## src/design/linear_interp_resampler_top_assert.svh

```systemverilog
// Assertion macros used by the resampler top level.
`ifndef LINEAR_INTERP_RESAMPLER_TOP_ASSERT_SVH
`define LINEAR_INTERP_RESAMPLER_TOP_ASSERT_SVH

// A condition that must hold at every clock edge outside reset.
`define LINR_ASSERT_ALWAYS(label, clk, rst_n, cond, msg) \
	label: assert property (@(posedge clk) disable iff (!rst_n) (cond)) else $error(msg);

// A consequence that must hold in the same cycle as its antecedent.
`define LINR_ASSERT_IMPLY(label, clk, rst_n, ante, cons, msg) \
	label: assert property (@(posedge clk) disable iff (!rst_n) (ante) |-> (cons)) else $error(msg);

`endif

```

## src/design/linr_pkg.sv

```systemverilog
package linr_pkg;

	localparam int SAMPLE_W      = 16;
	localparam int RATE_W        = 18;
	localparam int PHASE_W       = RATE_W + 1;
	localparam int DIFF_W        = SAMPLE_W + 1;
	localparam int ACC_W         = 36;
	localparam int MAG_W         = 34;
	localparam int NUM_W         = MAG_W + 1;
	localparam int QUO_W         = SAMPLE_W + 1;
	localparam int REM_W         = RATE_W + 2;
	localparam int CNT_W         = 5;
	localparam int MAX_RESULTS   = 16;
	localparam int MAX_RATIO_DEF = 8;
	localparam int CFG_IDX_W     = 2;

	localparam logic [CFG_IDX_W-1:0] REG_INPUT_RATE  = 2'd0;
	localparam logic [CFG_IDX_W-1:0] REG_OUTPUT_RATE = 2'd1;

	localparam logic [RATE_W-1:0] RESET_INPUT_RATE  = 18'd16000;
	localparam logic [RATE_W-1:0] RESET_OUTPUT_RATE = 18'd44100;

	localparam logic signed [SAMPLE_W-1:0] SAMPLE_MAX = 16'sd32767;
	localparam logic signed [SAMPLE_W-1:0] SAMPLE_MIN = -16'sd32768;

	typedef struct packed {
		logic signed [SAMPLE_W-1:0] sample_in;
		logic                       end_of_stream;
	} linr_in_t;

	typedef struct packed {
		logic signed [SAMPLE_W-1:0] sample_out;
		logic                       last_of_run;
		logic                       stream_done;
	} linr_out_t;

	// Operands handed to the interpolation unit when it starts.
	typedef struct packed {
		logic signed [SAMPLE_W-1:0] a;
		logic signed [SAMPLE_W-1:0] b;
		logic [RATE_W-1:0]          r;
		logic [RATE_W-1:0]          den;
	} linr_job_t;

	// Status returned by the interpolation unit.
	typedef struct packed {
		logic                       done;
		logic signed [SAMPLE_W-1:0] value;
	} linr_stat_t;

	typedef enum logic [2:0] {
		ST_IDLE,
		ST_ICHK,
		ST_IWAIT,
		ST_POST,
		ST_TCHK,
		ST_FIN
	} linr_state_t;

	typedef enum logic [2:0] {
		U_IDLE,
		U_MUL,
		U_ABS,
		U_LOAD,
		U_DIV,
		U_SAT,
		U_DONE
	} linr_unit_state_t;

endpackage

```

## src/design/linr_interp.sv

```systemverilog
// Bit-serial interpolation unit: a + (b - a) * r / den, rounded half away
// from zero. A shift-add multiply consumes one bit of r and den per cycle,
// then a restoring divider produces one quotient bit per cycle.
module linr_interp (
	input  logic                 clk,
	input  logic                 arst_n,
	input  logic                 start,
	input  linr_pkg::linr_job_t  job,
	output linr_pkg::linr_stat_t stat
);

	linr_pkg::linr_unit_state_t st_q;
	linr_pkg::linr_unit_state_t st_nxt;

	logic [linr_pkg::CNT_W-1:0]            cnt_q;
	logic signed [linr_pkg::SAMPLE_W-1:0]  a_q;
	logic signed [linr_pkg::DIFF_W-1:0]    d_q;
	logic [linr_pkg::RATE_W-1:0]           rsh_q;
	logic [linr_pkg::RATE_W-1:0]           dsh_q;
	logic [linr_pkg::RATE_W-1:0]           den_q;
	logic signed [linr_pkg::ACC_W-1:0]     acc_q;
	logic                                  neg_q;
	logic [linr_pkg::REM_W-1:0]            rem_q;
	logic [linr_pkg::QUO_W-1:0]            nlo_q;
	logic [linr_pkg::QUO_W-1:0]            quo_q;
	logic signed [linr_pkg::SAMPLE_W-1:0]  res_q;

	logic signed [linr_pkg::ACC_W-1:0] mul_sum;
	logic [linr_pkg::NUM_W-1:0]        num;
	logic [linr_pkg::REM_W-1:0]        trial;
	logic [linr_pkg::REM_W-1:0]        divisor;
	logic                              ge;
	logic [linr_pkg::QUO_W-1:0]        quo_neg;
	logic                              cnt_zero;

	assign cnt_zero = (cnt_q == '0);

	always_comb begin
		mul_sum = (acc_q <<< 1)
			+ (dsh_q[linr_pkg::RATE_W-1] ? linr_pkg::ACC_W'(a_q) : '0)
			+ (rsh_q[linr_pkg::RATE_W-1] ? linr_pkg::ACC_W'(d_q) : '0);
		num     = {acc_q[linr_pkg::MAG_W-1:0], 1'b0}
			+ {{(linr_pkg::NUM_W - linr_pkg::RATE_W){1'b0}}, den_q};
		trial   = {rem_q[linr_pkg::REM_W-2:0], nlo_q[linr_pkg::QUO_W-1]};
		divisor = {1'b0, den_q, 1'b0};
		ge      = (trial >= divisor);
		quo_neg = '0 - quo_q;
	end

	// Next state.
	always_comb begin
		st_nxt = st_q;
		case (st_q)
			linr_pkg::U_IDLE, linr_pkg::U_DONE: begin
				if (start) begin
					st_nxt = linr_pkg::U_MUL;
				end
			end
			linr_pkg::U_MUL: begin
				if (cnt_zero) begin
					st_nxt = linr_pkg::U_ABS;
				end
			end
			linr_pkg::U_ABS:  st_nxt = linr_pkg::U_LOAD;
			linr_pkg::U_LOAD: st_nxt = linr_pkg::U_DIV;
			linr_pkg::U_DIV: begin
				if (cnt_zero) begin
					st_nxt = linr_pkg::U_SAT;
				end
			end
			linr_pkg::U_SAT:  st_nxt = linr_pkg::U_DONE;
			default:          st_nxt = linr_pkg::U_IDLE;
		endcase
	end

	// Outputs.
	always_comb begin
		stat.done  = (st_q == linr_pkg::U_DONE);
		stat.value = res_q;
	end

	always_ff @(posedge clk or negedge arst_n) begin
		if (!arst_n) begin
			st_q  <= linr_pkg::U_IDLE;
			cnt_q <= '0;
		end else begin
			st_q <= st_nxt;
			case (st_q)
				linr_pkg::U_IDLE, linr_pkg::U_DONE: begin
					if (start) begin
						cnt_q <= linr_pkg::CNT_W'(linr_pkg::RATE_W - 1);
					end
				end
				linr_pkg::U_MUL, linr_pkg::U_DIV: begin
					cnt_q <= cnt_q - 1'b1;
				end
				linr_pkg::U_LOAD: begin
					cnt_q <= linr_pkg::CNT_W'(linr_pkg::QUO_W - 1);
				end
				default: begin
					cnt_q <= cnt_q;
				end
			endcase
		end
	end

	always_ff @(posedge clk) begin
		case (st_q)
			linr_pkg::U_IDLE, linr_pkg::U_DONE: begin
				if (start) begin
					a_q   <= job.a;
					d_q   <= linr_pkg::DIFF_W'(job.b) - linr_pkg::DIFF_W'(job.a);
					rsh_q <= job.r;
					dsh_q <= job.den;
					den_q <= job.den;
					acc_q <= '0;
				end
			end
			linr_pkg::U_MUL: begin
				acc_q <= mul_sum;
				rsh_q <= rsh_q << 1;
				dsh_q <= dsh_q << 1;
			end
			linr_pkg::U_ABS: begin
				neg_q <= acc_q[linr_pkg::ACC_W-1];
				acc_q <= acc_q[linr_pkg::ACC_W-1] ? -acc_q : acc_q;
			end
			linr_pkg::U_LOAD: begin
				rem_q <= linr_pkg::REM_W'(num[linr_pkg::NUM_W-1:linr_pkg::QUO_W]);
				nlo_q <= num[linr_pkg::QUO_W-1:0];
				quo_q <= '0;
			end
			linr_pkg::U_DIV: begin
				rem_q <= ge ? (trial - divisor) : trial;
				nlo_q <= nlo_q << 1;
				quo_q <= {quo_q[linr_pkg::QUO_W-2:0], ge};
			end
			linr_pkg::U_SAT: begin
				if (neg_q) begin
					if (quo_q > linr_pkg::QUO_W'(32768)) begin
						res_q <= linr_pkg::SAMPLE_MIN;
					end else begin
						res_q <= quo_neg[linr_pkg::SAMPLE_W-1:0];
					end
				end else begin
					if (quo_q > linr_pkg::QUO_W'(32767)) begin
						res_q <= linr_pkg::SAMPLE_MAX;
					end else begin
						res_q <= quo_q[linr_pkg::SAMPLE_W-1:0];
					end
				end
			end
			default: begin
				acc_q <= acc_q;
			end
		endcase
	end

endmodule

```

## src/design/linear_interp_resampler_top.sv

```systemverilog
// Linear-interpolation sample-rate converter for mono signed 16-bit audio.
// The src channel carries one input sample and its end-of-stream flag per
// transaction; the res channel carries one output sample per transaction,
// flagged as the last one caused by its input and as the last of the stream.
// The cfg channel writes the incoming rate (index 0) and the outgoing rate
// (index 1); a write of zero stores one, the outgoing rate is clamped to
// MAX_RATIO times the input rate, and each such write starts a new stream.
// One input is processed at a time. Each interpolated output runs through
// the bit-serial unit (18 multiply steps, 17 divide steps and the ABS,
// LOAD and SAT states around them); copies and equal-rate items skip it.
// The first result of an item leaves one result later than it is computed,
// because each result is held until the block knows whether it is the last.
// Reset sets the rates to 16000 and 44100 Hz and clears the stream state.
// When the receiver stalls, one result waits in the output register and one
// in the holding register; the block then stops until res_ready returns.
// The input is taken again as soon as the last result of an item has moved
// into the output register, even while that result is still waiting.
`include "linear_interp_resampler_top_assert.svh"

module linear_interp_resampler_top #(
	parameter int MAX_RATIO = linr_pkg::MAX_RATIO_DEF
) (
	input  logic                           clk,
	input  logic                           arst_n,
	input  logic                           src_valid,
	output logic                           src_ready,
	input  linr_pkg::linr_in_t             src_data,
	output logic                           res_valid,
	input  logic                           res_ready,
	output linr_pkg::linr_out_t            res_data,
	input  logic                           cfg_valid,
	output logic                           cfg_ready,
	input  logic [linr_pkg::CFG_IDX_W-1:0] cfg_index,
	input  logic [linr_pkg::RATE_W-1:0]    cfg_data
);

	localparam int CAP_W = linr_pkg::RATE_W + $clog2(MAX_RATIO + 1);

	// Rate registers, always nonzero and clamped.
	logic [linr_pkg::RATE_W-1:0] in_rate_q;
	logic [linr_pkg::RATE_W-1:0] out_rate_q;

	// Stream state.
	logic signed [linr_pkg::SAMPLE_W-1:0] prev_q;
	logic                                 have_q;
	logic [linr_pkg::PHASE_W-1:0]         r_q;

	// Current item and result bookkeeping.
	logic signed [linr_pkg::SAMPLE_W-1:0] cur_q;
	logic                                 eos_q;
	logic [linr_pkg::CNT_W-1:0]           n_q;
	logic signed [linr_pkg::SAMPLE_W-1:0] hold_q;
	logic                                 hold_v_q;
	logic                                 res_valid_q;
	linr_pkg::linr_out_t                  res_q;

	linr_pkg::linr_state_t state_q;
	linr_pkg::linr_state_t state_nxt;

	linr_pkg::linr_job_t  job;
	linr_pkg::linr_stat_t ustat;

	// Configuration write decode.
	logic [linr_pkg::RATE_W-1:0] cfg_val;
	logic [linr_pkg::RATE_W-1:0] new_in;
	logic [linr_pkg::RATE_W-1:0] new_out;
	logic [CAP_W-1:0]            new_cap;
	logic [CAP_W-1:0]            cur_cap;
	logic                        cfg_hit;

	// Control decode.
	logic                                 accept;
	logic                                 equal_rates;
	logic                                 out_free;
	logic                                 place_ok;
	logic                                 more;
	logic                                 unit_start;
	logic                                 take;
	logic signed [linr_pkg::SAMPLE_W-1:0] take_val;
	logic                                 r_fix;
	logic                                 prev_upd;
	logic                                 fin_go;
	logic                                 push_mid;
	logic                                 push_final;

	always_comb begin
		cfg_val = (cfg_data == '0) ? linr_pkg::RATE_W'(1) : cfg_data;
		new_in  = (cfg_index == linr_pkg::REG_INPUT_RATE) ? cfg_val : in_rate_q;
		new_out = (cfg_index == linr_pkg::REG_OUTPUT_RATE) ? cfg_val : out_rate_q;
		new_cap = CAP_W'(new_in) * CAP_W'(MAX_RATIO);
		cur_cap = CAP_W'(in_rate_q) * CAP_W'(MAX_RATIO);
		cfg_hit = cfg_valid && (cfg_index == linr_pkg::REG_INPUT_RATE
			|| cfg_index == linr_pkg::REG_OUTPUT_RATE);
	end

	assign cfg_ready   = 1'b1;
	assign equal_rates = (in_rate_q == out_rate_q);
	assign out_free    = !res_valid_q || res_ready;
	assign place_ok    = !hold_v_q || out_free;
	assign more        = (r_q < linr_pkg::PHASE_W'(out_rate_q))
		&& (n_q < linr_pkg::CNT_W'(linr_pkg::MAX_RESULTS));

	// Next state.
	always_comb begin
		state_nxt = state_q;
		case (state_q)
			linr_pkg::ST_IDLE: begin
				if (src_valid) begin
					if (equal_rates) begin
						state_nxt = linr_pkg::ST_FIN;
					end else if (have_q) begin
						state_nxt = linr_pkg::ST_ICHK;
					end else begin
						state_nxt = linr_pkg::ST_POST;
					end
				end
			end
			linr_pkg::ST_ICHK: begin
				state_nxt = more ? linr_pkg::ST_IWAIT : linr_pkg::ST_POST;
			end
			linr_pkg::ST_IWAIT: begin
				if (ustat.done && place_ok) begin
					state_nxt = linr_pkg::ST_ICHK;
				end
			end
			linr_pkg::ST_POST: begin
				state_nxt = eos_q ? linr_pkg::ST_TCHK : linr_pkg::ST_FIN;
			end
			linr_pkg::ST_TCHK: begin
				if (!more) begin
					state_nxt = linr_pkg::ST_FIN;
				end
			end
			linr_pkg::ST_FIN: begin
				if (place_ok) begin
					state_nxt = linr_pkg::ST_IDLE;
				end
			end
			default: state_nxt = linr_pkg::ST_IDLE;
		endcase
	end

	// Outputs of the sequencer.
	always_comb begin
		src_ready  = (state_q == linr_pkg::ST_IDLE);
		accept     = src_ready && src_valid;
		unit_start = (state_q == linr_pkg::ST_ICHK) && more;
		r_fix      = (state_q == linr_pkg::ST_ICHK) && !more;
		prev_upd   = (state_q == linr_pkg::ST_POST);
		fin_go     = (state_q == linr_pkg::ST_FIN) && place_ok;
		take       = 1'b0;
		take_val   = cur_q;
		case (state_q)
			linr_pkg::ST_IWAIT: begin
				take     = ustat.done && place_ok;
				take_val = ustat.value;
			end
			linr_pkg::ST_TCHK: begin
				take     = more && place_ok;
				take_val = cur_q;
			end
			default: begin
				take = 1'b0;
			end
		endcase
		push_mid   = take && hold_v_q;
		push_final = fin_go && hold_v_q;
	end

	always_comb begin
		job.a   = prev_q;
		job.b   = cur_q;
		job.r   = r_q[linr_pkg::RATE_W-1:0];
		job.den = out_rate_q;
	end

	linr_interp u_interp (
		.clk    (clk),
		.arst_n (arst_n),
		.start  (unit_start),
		.job    (job),
		.stat   (ustat)
	);

	always_ff @(posedge clk or negedge arst_n) begin
		if (!arst_n) begin
			state_q     <= linr_pkg::ST_IDLE;
			in_rate_q   <= linr_pkg::RESET_INPUT_RATE;
			out_rate_q  <= linr_pkg::RESET_OUTPUT_RATE;
			prev_q      <= '0;
			have_q      <= 1'b0;
			r_q         <= '0;
			n_q         <= '0;
			hold_v_q    <= 1'b0;
			res_valid_q <= 1'b0;
		end else begin
			state_q <= state_nxt;

			if (cfg_hit) begin
				in_rate_q  <= new_in;
				out_rate_q <= (CAP_W'(new_out) > new_cap)
					? new_cap[linr_pkg::RATE_W-1:0] : new_out;
				prev_q     <= '0;
				have_q     <= 1'b0;
				r_q        <= '0;
			end

			if (accept) begin
				n_q <= '0;
				if (equal_rates) begin
					hold_v_q <= 1'b1;
					if (!src_data.end_of_stream) begin
						prev_q <= src_data.sample_in;
						have_q <= 1'b1;
					end
				end
			end

			if (take) begin
				hold_v_q <= 1'b1;
				n_q      <= n_q + 1'b1;
				r_q      <= r_q + linr_pkg::PHASE_W'(in_rate_q);
			end

			// The left sample moves on: drop one output period from the phase,
			// or restart at zero when the result cap cut the run short.
			if (r_fix) begin
				r_q <= (r_q >= linr_pkg::PHASE_W'(out_rate_q))
					? r_q - linr_pkg::PHASE_W'(out_rate_q) : '0;
			end

			if (prev_upd) begin
				prev_q <= cur_q;
				have_q <= 1'b1;
			end

			if (fin_go) begin
				hold_v_q <= 1'b0;
				if (eos_q) begin
					prev_q <= '0;
					have_q <= 1'b0;
					r_q    <= '0;
				end
			end

			if (push_mid || push_final) begin
				res_valid_q <= 1'b1;
			end else if (res_ready) begin
				res_valid_q <= 1'b0;
			end
		end
	end

	always_ff @(posedge clk) begin
		if (accept) begin
			cur_q <= src_data.sample_in;
			eos_q <= src_data.end_of_stream;
			if (equal_rates) begin
				hold_q <= src_data.sample_in;
			end
		end
		if (take) begin
			hold_q <= take_val;
		end
		if (push_mid) begin
			res_q.sample_out  <= hold_q;
			res_q.last_of_run <= 1'b0;
			res_q.stream_done <= 1'b0;
		end else if (push_final) begin
			res_q.sample_out  <= hold_q;
			res_q.last_of_run <= 1'b1;
			res_q.stream_done <= eos_q;
		end
	end

	assign res_valid = res_valid_q;
	assign res_data  = res_q;

	// The rates stay nonzero and within the ratio limit.
	`LINR_ASSERT_ALWAYS(rate_range_a, clk, arst_n, (in_rate_q != '0) && (out_rate_q != '0) && (CAP_W'(out_rate_q) <= cur_cap), "rate registers out of range")
	// The end of a stream always closes the run of its input.
	`LINR_ASSERT_IMPLY(done_last_a, clk, arst_n, res_valid && res_data.stream_done, res_data.last_of_run, "stream_done without last_of_run")
	// Between items nothing is held back and the phase is below one input period.
	`LINR_ASSERT_IMPLY(idle_clean_a, clk, arst_n, src_ready, !hold_v_q && (r_q < linr_pkg::PHASE_W'(in_rate_q)), "idle with pending result or bad phase")

endmodule

```

## config.mk

```make
export PLATFORM = sky130hd
export DESIGN_NAME = linear_interp_resampler_top
export DESIGN_NICKNAME = d
export VERILOG_FILES = /design/src/design/linr_pkg.sv /design/src/design/linr_interp.sv /design/src/design/linear_interp_resampler_top.sv
export VERILOG_INCLUDE_DIRS = /design/src /design/src/design
export SDC_FILE = /design/constraint.sdc
export NUM_CORES = 1
export LEC_CHECK = 0
export ABC_CLOCK_PERIOD_IN_PS = 5100
export BUFFER_PORTS_ARGS = -buffer_cell sky130_fd_sc_hd__buf_2
export CORE_ASPECT_RATIO = 0.8
export CORE_MARGIN = 2
export CORE_UTILIZATION = 45
export DETAILED_ROUTE_END_ITERATION = 10
export MAX_ROUTING_LAYER = met4
export PLACE_DENSITY = 0.7
export RECOVER_POWER = 50
export SYNTH_ARGS = -nofsm -noshare
export SYNTH_HDL_FRONTEND = slang
export SYNTH_HIERARCHICAL = 1
export SYNTH_SLANG_ARGS = --single-unit
```

## constraint.sdc

```tcl
create_clock -name clk -period 5.1 [get_ports clk]
set_input_delay 0.51 -clock clk [delete_from_list [all_inputs] [get_ports clk]]
set_output_delay 0.51 -clock clk [all_outputs]
set_load 0.02 [all_outputs]
```

==> results of run 1 <==
-- synthesized netlist by cell type (7+ instances only) --
| cell type | number |
|---|---|
| a211oi_1 | 43 |
| a21o_1 | 59 |
| a21oi_1 | 127 |
| a221o_1 | 15 |
| a22o_1 | 8 |
| a31oi_1 | 16 |
| and2_1 | 56 |
| and3_1 | 23 |
| buf_2 | 9 |
| clkbuf_1 | 80 |
| dfrtp_1 | 78 |
| dfstp_2 | 12 |
| edfxtp_1 | 242 |
| fa_1 | 40 |
| ha_1 | 144 |
| inv_1 | 144 |
| mux2_2 | 7 |
| mux2i_1 | 70 |
| nand2_1 | 305 |
| nand2b_1 | 28 |
| nand3_1 | 37 |
| nand4_1 | 37 |
| nor2_1 | 162 |
| nor2b_1 | 19 |
| nor3_1 | 45 |
| nor3b_1 | 19 |
| nor4_1 | 18 |
| o211ai_1 | 12 |
| o21a_1 | 17 |
| o21ai_0 | 143 |
| o21ai_1 | 10 |
| o21bai_1 | 12 |
| o22ai_1 | 32 |
| o311ai_0 | 8 |
| o31ai_1 | 12 |
| or2_2 | 7 |
| or3_1 | 20 |
| xnor2_1 | 93 |
| xor2_1 | 69 |
-- critical path, stage by stage, from the launching register on --
cell	delay, ns
edfxtp_1	0.68
nand2_1	0.14
fa_1	0.51
inv_1	0.04
ha_1	0.22
fa_1	0.42
a21oi_1	0.23
o22ai_1	0.15
o41ai_1	0.27
buf_4	0.21
o32ai_1	0.12
o31ai_1	0.25
a21boi_0	0.24
a211oi_1	0.33
xnor2_1	0.11
o21ai_0	0.49
-- kinds of logic (layout without fill, tap and decap cells) --
family	Yosys count	in the layout	synth area share [%]
DFF	334	334	41.5
buffers and inverters	249	299	4.33
adders and majority gates	184	184	11.3
other	1	1	0.0163
and+or+nand+nor	810	810	17.0
xor gates and xnor gates	162	162	6.15
AOI/OAI and AO/OA	579	579	16.3
muxes	77	77	3.38
-- registers in the layout (all words and copies together) (netlist names), 17 cells and up --
register        flops
in_rate_q          18
out_rate_q         18
r_q                19
res_data           18
u_interp/acc_q     36
u_interp/d_q       17
u_interp/den_q     18
u_interp/dsh_q     18
u_interp/nlo_q     17
u_interp/quo_q     17
u_interp/rem_q     19
u_interp/rsh_q     18
-- cell type report --
type,instances,area share [%]
sequential,334,37.8
tap,684,3.38
inverter,145,2.15
timing repair buffer,85,1.65
clock inverter,19,1.12
multi-input combinational,1813,49.5
clock buffer,50,4.33
-- power groups by stage --
| stage | clock network [mW] | registers [mW] | logic (mW) |
|---|---|---|---|
| floorplan | 0 | 5.12 | 8.20 |
| global placement | 0 | 5.55 | 10.3 |
| detailed placement | 0 | 5.58 | 10.4 |
| CTS | 3.04 | 5.54 | 10.5 |
| global route | 3.15 | 5.70 | 11.8 |
| finish | 3.00 | 5.56 | 10.6 |
-- stage by stage --
stage | total power, mW | std cells | hold slack (ns) | cell area [sq um]
2_1_floorplan | 13.3 | 2396 | 0.214 | 23100
4_1_cts | 19.1 | 3130 | 0.129 | 25400
5_1_grt | 20.6 | 3130 | 0.197 | 25300
3_3_place_gp | 15.8 | 3060 | 0.452 | 24000
6_report | 19.1 | 3130 | 0.194 | 25300
3_5_place_dp | 16.0 | 3060 | 0.456 | 24000
-- layer usage --
layer  vias up  track usage (%)  routed length, um
met5         -                -                  0
met3        84             2.99               3540
met1      8823             33.9              29300
met2       535             35.6              26700
li1       8697                -                  -
met4         0             4.90               1020
-- how the worst max path moves through the flow --
stage / from / end / depth (start not counted)
6_report: u_interp/rsh_q[17] / u_interp/acc_q[35] / 15
4_1_cts: u_interp/dsh_q[17] / u_interp/acc_q[35] / 14
3_3_place_gp: u_interp/dsh_q[17] / u_interp/acc_q[35] / 13
3_5_place_dp: u_interp/dsh_q[17] / u_interp/acc_q[35] / 14
5_1_grt: u_interp/dsh_q[17] / u_interp/acc_q[35] / 15
2_1_floorplan: out_rate_q[15] / u_interp/acc_q[0] / 12
-- what timing repair did --
action                                  4_1_cts  5_1_grt
hold buffers                                  1        0
hold endpoints to repair                     10        0
endpoints found under the setup margin        0        1
gates resized for setup                       0        2
==> summary.txt, run 1 <==
Cells and area
  – Fillcell total: 4638
  – Leading cell types in the layout, fill and taps excluded: nand2_1, edfxtp_1, nor2_1
  – Area Overhead vs Synth: 9.80%
  – Most common cell after layout, fill and taps aside: nand2_1
  – Multi-input gate area: ~13000 sq um
  – Final #Nets: 2643
  – Core Util, Final: 49.8%
  – Seq. cell area: 9570 sq um
  – Proportion of layout cells with a drive suffix above 1: 6.38%
  – # diodes: 0

Routing
  – DRC violations left: 0
  – Post-Route WL: around 61 mm
  – Vias/cell: ~5.8
  – Vias: approximately 18000
  – Routed Antenna Nets: 0
  – First drt pass iteration count: 5
  – DRT iter0 DRCs: ~1600
  – Drt wl/cell: ~19 um

Yosys
  – Sequential area share after synthesis: between 40% and 50%
  – FF+latch count, synth: around 330
  – Synthesized area per cell: 9.62 sq um
  – Post-synth cell types: 90
  – Async S/R FF share, synth: ~27%
  – Mapped Cells: between 2000 and 2500
  – Net Count, Synth: 2622
  – Post-synth top area share: about a third
  – Synth top area cells: edfxtp_1, dfrtp_1, ha_1
  – EDFF count, synth: 242
  – Area leader, netlist: edfxtp_1
  – Ys Warns: 6
  – Most used flip-flop cell after synthesis: edfxtp_1
  – Synthesized area: 23100 sq um

Floorplan
  – Die Span X: between 200 and 300 um
  – Die area: ~53000 sq um
  – Core Rows: 74
  – Initial core utilization: 45.4%
  – Die Height: between 200 and 250 um
  – Core Region: roughly 51000 sq um
  – Boundary Pins: between 60 and 70

CTS
  – Clk root buf: clkbuf_16
  – CTS tree: built
  – Cts bufs inserted: 38
  – Post-CTS Setup Repair Bufs: 0
  – Max Buffers Root-to-Sink: 3
  – Clock Latency Late Sink: 0.60 ns
  – H-tree lvl count: 2
  – CTS Sinks: ~330
  – Clock transition at path regs: 0.06 ns

Worst hold path
  – Worst hold start: cfg_data[16]
  – Worst hold endpoint: in_rate_q[16]
  – Hold Crit Depth: 2
  – Hold Path Class: input pin to register

Critical path
  – Reg2reg end: u_interp/acc_q[35]
  – R2r setup slk: about 0.36 ns
  – CP Class: register to register
  – Critical Path AT: between 5 and 6 ns
  – CP startpoint kind: register
  – Cell depth of the worst flop-to-flop path: 15
  – Max FO, Critical Path: 17
  – CP Capture Type: register
  – CP required: between 5 and 6 ns
  – R2R Path Start: u_interp/rsh_q[17]

Timing
  – Worst slew pin tran: ~3.1 ns
  – Max_slew headroom: -108%
  – Worst Slack Setup Final: roughly 0.36 ns
  – Fin crit period: approximately 4.7 ns
  – Setup TNS: 0 ns
  – Hold Vio Cnt, Final: 0
  – Clk_skew: approximately 0.05 ns
  – Final Cycle Share: between 90 and 100%
  – Max Fclk: between 200 and 250 MHz
  – RSZ-0062 raised after global routing: no
  – Final setup fails: 0
  – Max-slew violations: between 300 and 400

Power and ir drop
  – Pwr dens: about 760 nW/um^2
  – Flop pwr share: 29.1%
  – Clk pwr share: ~16%
  – Leak Pwr: 10.3 nW
  – Switching share of power: between 40% and 50%
  – Internal power: 10.5 mW
  – Comb power frac: between 50% and 60%
  – P_sw: approximately 8.6 mW
  – Peak supply drop: ~0.37 mV

Flow run
  – Max cap viols: 7

Placement
  – Pre-CTS setup slack: ~0.41 ns
  – I/O Buffers: between 60 and 70
  – Final Wtd Congestion: approximately 0.93
  – HPWL after detailed placement: 44.8 mm

Global routing
  – Vias in the first global route: between 15000 and 20000
  – Largest net degree at the start of global routing: slightly below 70
  – GR Overflow Total: 0
  – First-pass GRT wire length: just under 100 mm
  – Initial antenna violation count: 0
  – GRT Total Usage: a little under a quarter

Status
  – Failing checks: max-capacitance violations, max-slew violations
  – Outcome: finished, violations left
Note: power is estimated with default switching activity, not from simulation.
==> inputs of run 2 (changes only) <==
- GPL_TIMING_DRIVEN: not set -> 0
- SETUP_SLACK_MARGIN: not set -> 0.2
- SYNTH_HIERARCHICAL: 1 -> not set
==> summary.txt, run 2 <==
Status
  – Outcome: finished, violations left
  – Failing checks: max-capacitance violations, max-slew violations

Floorplan
  – Die area: 52300 sq um (-1.5%)
  – Core Rows: 73 (-1.4%)
  – Boundary Pins: 63 (unchanged)
  – Die Span X: 255 um (-0.75%)
  – Initial core utilization: 45.6% (+0.25 points)
  – Core Region: 49800 sq um (-2.1%)
  – Die Height: 205 um (-0.75%)

CTS
  – Clk root buf: clkbuf_16
  – Clock transition at path regs: 0.06 ns (about the same)
  – Clock Latency Late Sink: 0.58 ns (-0.02 ns)
  – H-tree lvl count: 2 (unchanged)
  – Max Buffers Root-to-Sink: 3 (unchanged)
  – CTS tree: built
  – Cts bufs inserted: 38 (unchanged)
  – CTS Sinks: 334 (unchanged)

Critical path
  – R2r setup slk: 0.38 ns (+0.02 ns)
  – Crit path largest cell delay: 0.42 ns (-0.26 ns)
  – R2R Path Start: u_interp.dsh_q[17]
  – CP Capture Type: register
  – Crit path cell chain: clkbuf_2 -> nand2_1 -> fa_1 -> inv_1 -> ha_1 -> inv_1 -> fa_1 -> nand2b_1 -> a21o_1 -> a211o_1 -> a311o_1 -> a211oi_2 -> nor3_1 -> o31ai_2 -> mux2i_1 -> o221ai_1
  – Max FO, Critical Path: 10 (-7)
  – CP startpoint kind: register
  – Cell depth of the worst flop-to-flop path: 16 (+1)
  – Reg2reg end: u_interp.acc_q[35]
  – CP required: 5.32 ns (-0.06 ns)
  – Critical-path top delay cell: edfxtp_1
  – Critical Path AT: 4.93 ns (-0.08 ns)
  – CP Class: register to register

Routing
  – Drt wl/cell: 20.6 um (+6.5%)
  – Post-Route WL: 66.0 mm (+9.1%)
  – First drt pass iteration count: 6 (+1)
  – Routed Antenna Nets: 0 (unchanged)
  – DRT iter0 DRCs: 2089 (+30%)
  – Vias/cell: 5.88 (+1.5%)
  – DRC violations left: 0 (unchanged)
  – Vias: 18871 (+4.0%)

Global routing
  – First-pass GRT wire length: 103 mm (+5.5%)
  – GRT Total Usage: 26.2% (+2.6 points)
  – Largest net degree at the start of global routing: 64 (-7.2%)
  – GR Overflow Total: 0 (unchanged)
  – Initial antenna violation count: 0 (unchanged)
  – Vias in the first global route: 18107 (+3.5%)

Worst hold path
  – Hold Path Class: input pin to register
  – Worst hold endpoint: cur_q[15]
  – Worst hold start: src_data[16]
  – Hold Crit Depth: 1 (-1)

Yosys
  – Mapped Cells: 2391 (-0.21%)
  – Most frequent cell after synthesis: nand2_1
  – Synthesized area per cell: 9.49 sq um (-1.3%)
  – Most used flip-flop cell after synthesis: edfxtp_1
  – Synth top area cells: edfxtp_1, dfrtp_1, ha_1
  – Area leader, netlist: edfxtp_1
  – FF+latch count, synth: 334 (unchanged)
  – Post-synth cell types: 73 (-19%)
  – Ys Warns: 0 (-6)
  – Net Count, Synth: 2616 (-0.23%)
  – EDFF count, synth: 242 (unchanged)
  – Sequential area share after synthesis: 42.2% (+0.65 points)
  – Post-synth top area share: 32.0% (+0.49 points)
  – Synthesized area: 22700 sq um (-1.5%)
  – Commonest cells post-synth: nand2_1, edfxtp_1, inv_1, nor2_1, a21oi_1
  – Async S/R FF share, synth: 26.9% (unchanged)

Power and ir drop
  – Pwr dens: 729 nW/um^2 (-3.5%)
  – Leak Pwr: 10.4 nW (+0.79%)
  – Comb power frac: 55.5% (+0.2 points)
  – Switching share of power: 45.3% (+0.35 points)
  – P_sw: 8.38 mW (-2.5%)
  – Peak supply drop: 0.331 mV (-12%)
  – Flop pwr share: 28.6% (-0.5 points)
  – Internal power: 10.1 mW (-3.9%)
  – Clk pwr share: 15.9% (+0.2 points)

Timing
  – Hold WS: 0.183 ns (-0.0110 ns)
  – Max-slew violations: 119 (-64%)
  – Max_slew headroom: -79.2% (+29 points)
  – Final Cycle Share: 92.5% (-0.31 points)
  – Worst slew pin tran: 2.67 ns (-0.445 ns)
  – Max Fclk: 212 MHz (+0.33%)
  – Final setup fails: 0 (unchanged)
  – Clk_skew: 0.0465 ns (-0.00353 ns)
  – Fin crit period: 4.72 ns (-0.0156 ns)
  – Hold Vio Cnt, Final: 0 (unchanged)
  – RSZ-0062 raised after global routing: no

Cells and area
  – # diodes: 0 (unchanged)
  – Final #Nets: 2727 (+3.2%)
  – Biggest register: u_interp.acc_q
  – Proportion of layout cells with a drive suffix above 1: 6.00% (-0.37 points)
  – Fillcell total: 4524 (-2.5%)
  – Most common cell after layout, fill and taps aside: nand2_1
  – Largest registers: u_interp.acc_q: 36 flops, r_q: 19 flops, u_interp.rem_q: 19 flops
  – Leading cell types in the layout, fill and taps excluded: nand2_1, edfxtp_1, inv_1
  – Area Overhead vs Synth: 11.8%
  – Max reg flops: 36 (unchanged)
  – Core Util, Final: 51.0% (+1.2 points)

Placement
  – HPWL after detailed placement: 50.6 mm (+13%)
  – I/O Buffers: 61 (unchanged)
  – Final Wtd Congestion: 0.972 (+4.5%)

Flow run
  – Max cap viols: 3 (-4)
[run 2: cell count changes in the layout (fill, tap and decap cells not counted), sizes merged, moves of 25 or more]
cell	delta
a21o	-26
a21oi	+28
and2	-25
clkbuf	+84
mux2i	-26
inv	+31
and3	+31
[run 2: what timing repair did]
action / in CTS / in global routing
buffers inserted: 0 / 1
hold buffers: 1 / 0
gates resized for setup: 9 / 6
endpoints found under the setup margin: 9 / 23
endpoints found under the hold margin: 27 / 0
cloned: 0 / 0
[run 2: critical path, delay by kind of cell (launching register included)]
kind,cells,cell delay [ns]
AOI/OAI and AO/OA,6,1.86
adders and majority gates,3,0.98
buffers and inverters,3,0.34
DFF,1,0.42
muxes,1,0.27
and+or+nand+nor,3,0.48
[run 2: final cells by class]
class	count	area (sq um)	area share [%]
Multi-Input combinational cell	1792	12200	48.1
Sequential cell	334	9570	37.7
Clock buffer	50	1050	4.12
Tap cell	675	845	3.33
Inverter	175	657	2.59
Timing Repair Buffer	71	419	1.65
Buffer	90	347	1.37
Clock inverter	20	283	1.11
[run 2: cell families (layout without fill, tap and decap cells)]
kind of cell	after synthesis	in the layout	share of synthesized area, %
and+or+nand+nor	779	779	16.2
AOI/OAI and AO/OA	601	601	16.6
DFF	334	334	42.2
buffers and inverters	265	406	4.40
adders and majority gates	184	184	11.5
xor gates and xnor gates	164	164	6.33
muxes	63	63	2.88
other	1	1	0.0165
[run 2: through the flow]
stage	power [mW]	TNS, ns	worst slack (ns)	instance area [sq um]	instances
detailed placement	15.4	-4.96	-0.507	24100	3135
floorplan	12.5	0	0.560	22700	2391
global route	19.9	0	0.233	25400	3207
finish	18.5	0	0.380	25400	3207
CTS	18.4	0	0.203	25400	3206
global placement	14.9	-72.40	-0.618	23900	3127
[run 2: power groups by stage]
| stage | Combinational, mW | Sequential [mW] | Clock [mW] |
|---|---|---|---|
| 6_report | 10.3 | 5.29 | 2.94 |
| 4_1_cts | 10.2 | 5.28 | 2.97 |
| 3_3_place_gp | 9.55 | 5.36 | 0 |
| 2_1_floorplan | 7.52 | 4.99 | 0 |
| 3_5_place_dp | 10.0 | 5.32 | 0 |
| 5_1_grt | 11.4 | 5.39 | 3.08 |
[run 2: how the worst max path moves through the flow]
stage / startpoint / endpoint / cells past startpoint
after CTS: u_interp.rsh_q[17] / u_interp.acc_q[34] / 14
after floorplan: out_rate_q[13] / u_interp.a_q[0] / 9
final: u_interp.dsh_q[17] / u_interp.acc_q[35] / 16
after detailed placement: u_interp.rsh_q[17] / u_interp.acc_q[34] / 14
after global routing: u_interp.dsh_q[17] / u_interp.acc_q[35] / 16
after global placement: out_rate_q[13] / u_interp.d_q[16] / 9
[run 2: per-layer routing]
metal	track usage, %	wire [um]
met3	5.27	5330
met5	-	0
met1	37.0	30400
met4	7.12	1640
met2	38.2	28600
